**config.mk**
```make
export PLATFORM = sky130hd
export DESIGN_NAME = bcr_isqrt
export DESIGN_NICKNAME = d
export VERILOG_FILES = /design/src/design/bcr_pkg.sv /design/src/design/bcr_isqrt.sv
export SDC_FILE = /design/constraint.sdc
export NUM_CORES = 2
export LEC_CHECK = 0
export BUFFER_PORTS_ARGS = -buffer_cell sky130_fd_sc_hd__buf_2
export CORE_AREA = 3 3 545 439
export CTS_CLUSTER_SIZE = 16
export DETAILED_ROUTE_END_ITERATION = 16
export DIE_AREA = 0 0 548 442
export PLACE_DENSITY = 0.75
export RECOVER_POWER = 50
export SLEW_MARGIN = 20
export SYNTH_ARGS = -nofsm -noshare
export SYNTH_HDL_FRONTEND = slang
export SYNTH_MEMORY_MAX_BITS = 65536
export SYNTH_SLANG_ARGS = --single-unit
```
**constraint.sdc**
```tcl
create_clock -name clk -period 3.3 [get_ports clk]
set_input_delay 0.495 -clock clk [delete_from_list [all_inputs] [get_ports clk]]
set_output_delay 0.495 -clock clk [all_outputs]
set_load 0.01 [all_outputs]
```
**src/design/bcr_pkg.sv**
```systemverilog
// Shared constants for the two-disc collision response block.
`timescale 1ns / 1ps
package bcr_pkg;

  localparam int WORD_WIDTH_DEF = 32;
  localparam int FRAC_BITS_DEF  = 16;

  // Restitution register, Q1.FRAC_BITS, reset to one (fully elastic).
  localparam int                REST_W     = 17;
  localparam logic [REST_W-1:0] REST_RESET = 17'd65536;

  // Configuration port geometry and register index.
  localparam int   APB_ADDR_W      = 3;
  localparam int   APB_DATA_W      = 32;
  localparam logic REG_RESTITUTION = 1'b0;

endpackage

```
**src/design/bcr_isqrt.sv**
```systemverilog
// Pipelined integer square root, one root bit resolved per stage.
`timescale 1ns / 1ps
module bcr_isqrt #(
  parameter int N      = bcr_pkg::WORD_WIDTH_DEF,
  parameter int SIDE_W = 1
) (
  input  logic              clk,
  input  logic              rst,
  input  logic              en,
  input  logic              vin,
  input  logic [2*N-1:0]    rad,
  input  logic [SIDE_W-1:0] side_in,
  output logic              vout,
  output logic [N-1:0]      root,
  output logic [SIDE_W-1:0] side_out
);
  import bcr_pkg::*;

  logic [N+1:0]      rem_q     [N];
  logic [N-1:0]      root_q    [N];
  logic [2*N-1:0]    rad_q     [N];
  logic [SIDE_W-1:0] side_q    [N];
  logic [N+1:0]      rem_next  [N];
  logic [N-1:0]      root_next [N];
  logic [2*N-1:0]    rad_next  [N];
  logic [SIDE_W-1:0] side_next [N];
  logic [N-1:0]      vld_q;

  // Each stage brings down the next two radicand bits and tries 4q+1.
  always_comb begin
    logic [N+1:0]      rem_p;
    logic [N-1:0]      root_p;
    logic [2*N-1:0]    rad_p;
    logic [SIDE_W-1:0] side_p;
    logic [N+1:0]      rem_sh;
    logic [N+1:0]      trial;
    for (int i = 0; i < N; i++) begin
      if (i == 0) begin
        rem_p  = '0;
        root_p = '0;
        rad_p  = rad;
        side_p = side_in;
      end else begin
        rem_p  = rem_q[i-1];
        root_p = root_q[i-1];
        rad_p  = rad_q[i-1];
        side_p = side_q[i-1];
      end
      rem_sh = {rem_p[N-1:0], rad_p[2*N-1 -: 2]};
      trial  = {root_p, 2'b01};
      if (rem_sh >= trial) begin
        rem_next[i]  = rem_sh - trial;
        root_next[i] = {root_p[N-2:0], 1'b1};
      end else begin
        rem_next[i]  = rem_sh;
        root_next[i] = {root_p[N-2:0], 1'b0};
      end
      rad_next[i]  = rad_p << 2;
      side_next[i] = side_p;
    end
  end

  always_ff @(posedge clk) begin
    if (rst) begin
      vld_q <= '0;
    end else if (en) begin
      vld_q <= {vld_q[N-2:0], vin};
    end
  end

  always_ff @(posedge clk) begin
    if (en) begin
      for (int i = 0; i < N; i++) begin
        rem_q[i]  <= rem_next[i];
        root_q[i] <= root_next[i];
        rad_q[i]  <= rad_next[i];
        side_q[i] <= side_next[i];
      end
    end
  end

  assign vout     = vld_q[N-1];
  assign root     = root_q[N-1];
  assign side_out = side_q[N-1];

endmodule

```
==> impl_table.tex <==
\begin{tabular}{lr}
\hline
Metric & Value \\
\hline
\multicolumn{2}{l}{\textbf{Timing}} \\
\quad Setup repair after global routing missed its margin & true \\
\quad Final number of hold-violating endpoints & 0 \\
\quad Final-layout setup total negative slack & 0 ns \\
\quad Post-Route Skew & slightly below 0.1 ns \\
\quad Relative max-transition margin & -36.4\% \\
\quad Measured slew at the worst slew-check pin & slightly above 2 ns \\
\quad Final critical-path required period & between 3 and 4 ns \\
\quad Final Max Tran Viols & approximately 170 \\
\quad Number of setup violations in the final report & 0 \\
\quad Final cycle utilization of the critical path & a little over nine tenths \\
\quad Max Fclk & 309 MHz \\
\quad Final hold slack & about 0.28 ns \\
\multicolumn{2}{l}{\textbf{Power}} \\
\quad Sw Ratio & around 29\% \\
\quad Logic pwr share & a little under a quarter \\
\quad Worst voltage drop across the vdd grid & 0.617 mV \\
\quad Power share of the sequential group & about 47\% \\
\quad Switching power summed over all nets & 0.0268 W \\
\quad Internal power component & 0.0664 W \\
\quad Total leakage power & about 52 nW \\
\quad Pwr Total & just over 0.09 W \\
\quad Cell area power density & a little under 700 nW/um\^{}2 \\
\quad Proportion of power drawn by the clock network & 30.2\% \\
\multicolumn{2}{l}{\textbf{Placement}} \\
\quad I/O Buffers & approximately 100 \\
\quad Placed cell areas & about 120000 um\^{}2 \\
\quad Half-perimeter wire length after placement & between 150000 and 200000 um \\
\quad Placer Congestion & 0.921 \\
\multicolumn{2}{l}{\textbf{Logic synthesis}} \\
\quad Cell area after synthesis & approximately 120000 um\^{}2 \\
\quad Synth Warn \# & 0 \\
\quad Proportion of synthesized flip-flops having asynchronous set or reset & 0\% \\
\quad Dominant synthesized flop cell & edfxtp\_1 \\
\quad Share of the yosys chip area belonging to registers & approximately 65\% \\
\quad Mean instance size in the synthesized netlist & $\sim$13 um\^{}2 \\
\quad EDFF count, synth & 2497 \\
\quad Number of synthesized register bits & 2529 \\
\quad Post-Synthesis Cells & between 9000 and 10000 \\
\quad Netlist cell types & between 80 and 90 \\
\quad Number of nets produced by synthesis & $\sim$9700 \\
\multicolumn{2}{l}{\textbf{Floorplanning}} \\
\quad Die Wd & approximately 550 um \\
\quad Initial cell density of the core & 49.9\% \\
\quad Placeable core area & 234000 um\^{}2 \\
\quad Height of the die & roughly 440 um \\
\quad I/O Pins & between 100 and 150 \\
\quad Die ar. & 242000 um\^{}2 \\
\quad Standard-cell row count & between 150 and 200 \\
\multicolumn{2}{l}{\textbf{Run status}} \\
\quad Result of the run & finished with violations \\
\quad Violated checks & capacitance limit, slew limit \\
\multicolumn{2}{l}{\textbf{Routing}} \\
\quad Antenna Nets Post-Route & 0 \\
\quad Post-detailed-route via-to-cell ratio & approximately 5.5 \\
\quad Count of vias placed by the detailed router & roughly 73000 \\
\quad Number of design rule violations left after detail routing & 0 \\
\quad First-pass iteration count of the detailed router & 7 \\
\quad Wirelength per Cell & around 18 um \\
\quad Routed Wire Length & between 200000 and 250000 um \\
\quad Iteration-0 DRC count of the detailed router & roughly 6200 \\
\multicolumn{2}{l}{\textbf{Worst setup path}} \\
\quad WS Path Type & reg2reg \\
\quad Delay of the slowest critical-path stage & 0.39 ns \\
\quad Reg-to-Reg Start & rem\_q[1][374] \\
\quad FF-to-FF setup slack & around 0.063 ns \\
\quad Destination of the worst register-to-register timing path & rem\_q[1][432] \\
\quad Worst-path fanout max & 3 \\
\quad Worst path required time & 3.89 ns \\
\quad Worst setup SP type & register \\
\quad Crit-path most repeated cell & o311a\_4 \\
\quad Number of buffer and inverter stages on the critical path & 1 \\
\quad Data arrival at the endpoint of the critical path & roughly 3.8 ns \\
\quad Cell class contributing the biggest share of worst-path delay & compound AO/OA/AOI/OAI gates \\
\quad Cell chain of the critical path & ha\_1 -> nor2b\_1 -> o31a\_1 -> o311a\_4 -> buf\_4 -> o311a\_4 -> nor4bb\_2 -> nor2\_1 -> o22ai\_1 -> xnor2\_1 -> mux2\_2 \\
\quad Slowest cell on the critical path & edfxtp\_1 \\
\quad Worst Reg2Reg Path Length in Cells & 11 \\
\quad Crit end category & register \\
\multicolumn{2}{l}{\textbf{Clock tree}} \\
\quad Worst-skew pair later-pin latency & 0.93 ns \\
\quad Clock buffer count from CTS & between 200 and 250 \\
\quad Clk slew on worst S/H paths & approximately 0.060 ns \\
\quad TritonCTS clock tree & done \\
\quad Clock sinks & roughly 2500 \\
\quad CTS H-tree depth & 4 \\
\quad CTS root buffer & clkbuf\_16 \\
\quad Clk buf depth & 4 \\
\multicolumn{2}{l}{\textbf{Cells and area}} \\
\quad P\&R area growth vs syn & 15.4\% \\
\quad Commonest non-fill, non-tap cells in the layout & edfxtp\_1 (2497), inv\_1 (701), nand2\_1 (624), nor2\_1 (580), a21oi\_1 (548) \\
\quad Fraction of layout cells with a size suffix above 1 & approximately an eighth \\
\quad Total of fill cells in the finished design & approximately 18000 \\
\quad Count of inserted antenna diode cells & 0 \\
\quad Final design utilization & around 58\% \\
\quad NumNets Final & around 10000 \\
\quad Commonest non-fill, non-tap cell in the layout & edfxtp\_1 \\
\quad Fin area & $\sim$130000 um\^{}2 \\
\multicolumn{2}{l}{\textbf{Global route}} \\
\quad Pin count of the biggest net entering global routing & about 130 \\
\quad Aggregate global routing overflow & 0 \\
\quad Wire length of the first global-routing pass & approximately 380000 um \\
\quad Vias in the first global route & $\sim$71000 \\
\quad Number of antenna violations at the first check in global routing & 4 \\
\quad Global-route total usage across every layer & 19.4\% \\
\multicolumn{2}{l}{\textbf{Hold path}} \\
\quad Worst hold path endpoint & rad\_q[0][16] \\
\quad Start point of the worst hold path & rad[16] \\
\quad Hold depth & 2 \\
\quad Worst hold-check path type & in2reg \\
\multicolumn{2}{l}{\textbf{Flow run}} \\
\quad Maximum capacitance violations & 2 \\
\hline
\end{tabular}
logic make-up after synthesis:
logic type,after synthesis,share of synthesized area (%)
flip-flops,2529,64.7
AND/OR/NAND/NOR,2362,9.91
AO/OA/AOI/OAI,1817,9.60
buffers and inverters,873,2.81
XOR/XNOR,778,5.83
adder cells (fa/ha/maj),561,6.01
multiplexers,123,1.14
other,1,0.00321
cell usage after synthesis, drive strengths merged (49+ instances only):
master / number / share of area (%)
clkbuf: 151 / 0.48
nor2: 608 / 2.0
o21a: 109 / 0.70
xor2: 372 / 2.8
nand2b: 87 / 0.47
o21ai: 465 / 2.0
edfxtp: 2497 / 64
nor4: 107 / 0.59
a21o: 248 / 1.6
or3: 81 / 0.44
nor2b: 76 / 0.41
nand2: 627 / 2.0
nor3: 205 / 0.88
nand3: 153 / 0.66
or4: 52 / 0.35
o31ai: 55 / 0.35
and3: 61 / 0.33
inv: 703 / 2.3
nand4: 106 / 0.57
a31oi: 56 / 0.30
xnor2: 406 / 3.0
o21bai: 52 / 0.33
a21oi: 564 / 2.4
mux2: 79 / 0.76
ha: 561 / 6.0
a211oi: 49 / 0.31
state kept, by name, indices dropped and copies added, names as in the netlist:
signal,count
side_q,32
root_q,528
rem_q,945
vld_q,32
rad_q,992
how the worst max path moves through the flow:
stage | startpoint | to | slack [ns] | cells past startpoint
3_3_place_gp | root_q[0][384] | rem_q[0][469] | -0.12 | 11
6_report | rem_q[1][374] | rem_q[1][432] | 0.06 | 11
4_1_cts | rem_q[1][408] | rem_q[1][466] | -0.03 | 12
2_1_floorplan | rem_q[0][77] | rem_q[0][113] | 0.006 | 10
5_1_grt | rem_q[1][408] | rem_q[1][444] | -0.07 | 13
3_5_place_dp | rem_q[0][396] | rem_q[0][414] | -0.16 | 8
power by group through the flow:
stage	logic, W	registers, W	clock network, W
CTS	0.0208	0.0433	0.0290
detailed placement	0.0204	0.0439	0
floorplan	0.0144	0.0427	0
global route	0.0241	0.0437	0.0302
global placement	0.0200	0.0438	0
finish	0.0218	0.0433	0.0281
routing by layer:
| metal | part of all wire [%] | routed length [um] | vias to the layer above | track usage (%) |
|---|---|---|---|---|
| met5 | 0.0054 | 13 | - | 0 |
| met3 | 5.4 | 13000 | 406 | 2.66 |
| met4 | 2.5 | 6180 | 2 | 5.02 |
| met1 | 46 | 111000 | 35500 | 28.0 |
| li1 | - | - | 35100 | - |
| met2 | 46 | 112000 | 1980 | 31.0 |
worst register-to-register path, cell delays in order, from the launching register on:
cell and delay (ns):
edfxtp_1 0.39, ha_1 0.30, nor2b_1 0.14, o31a_1 0.28, o311a_4 0.35, buf_4 0.16
o311a_4 0.39, nor4bb_2 0.32, nor2_1 0.09, o22ai_1 0.19, xnor2_1 0.09, mux2_2 0.26
metrics by stage:
| step | std cells | setup slack, ns |
|---|---|---|
| 4_1_cts | 13100 | -0.0282 |
| 6_report | 13200 | 0.0630 |
| 2_1_floorplan | 9044 | 0.00577 |
| 3_3_place_gp | 12600 | -0.123 |
| 3_5_place_dp | 12600 | -0.158 |
| 5_1_grt | 13200 | -0.0732 |
what timing repair did:
item,CTS,global route
endpoints found under the hold margin,98,0
hold buffers,69,0
setup endpoints to repair,126,491
cloned,3,4
buffers inserted,8,46
resized for setup,32,242
pin swaps,7,50
final cells by class:
type                       count  area (um^2)  area share, %
tap                         3139         3930           2.91
inverter                     705         2650           1.96
clock inverter               162         1710           1.27
clock buffer                 286         6350           4.71
sequential                  2529        75600           56.1
timing repair buffer         687         5450           4.04
multi-input combinational   5644        39200           29.1
Power figures use the tool's default switching activity.
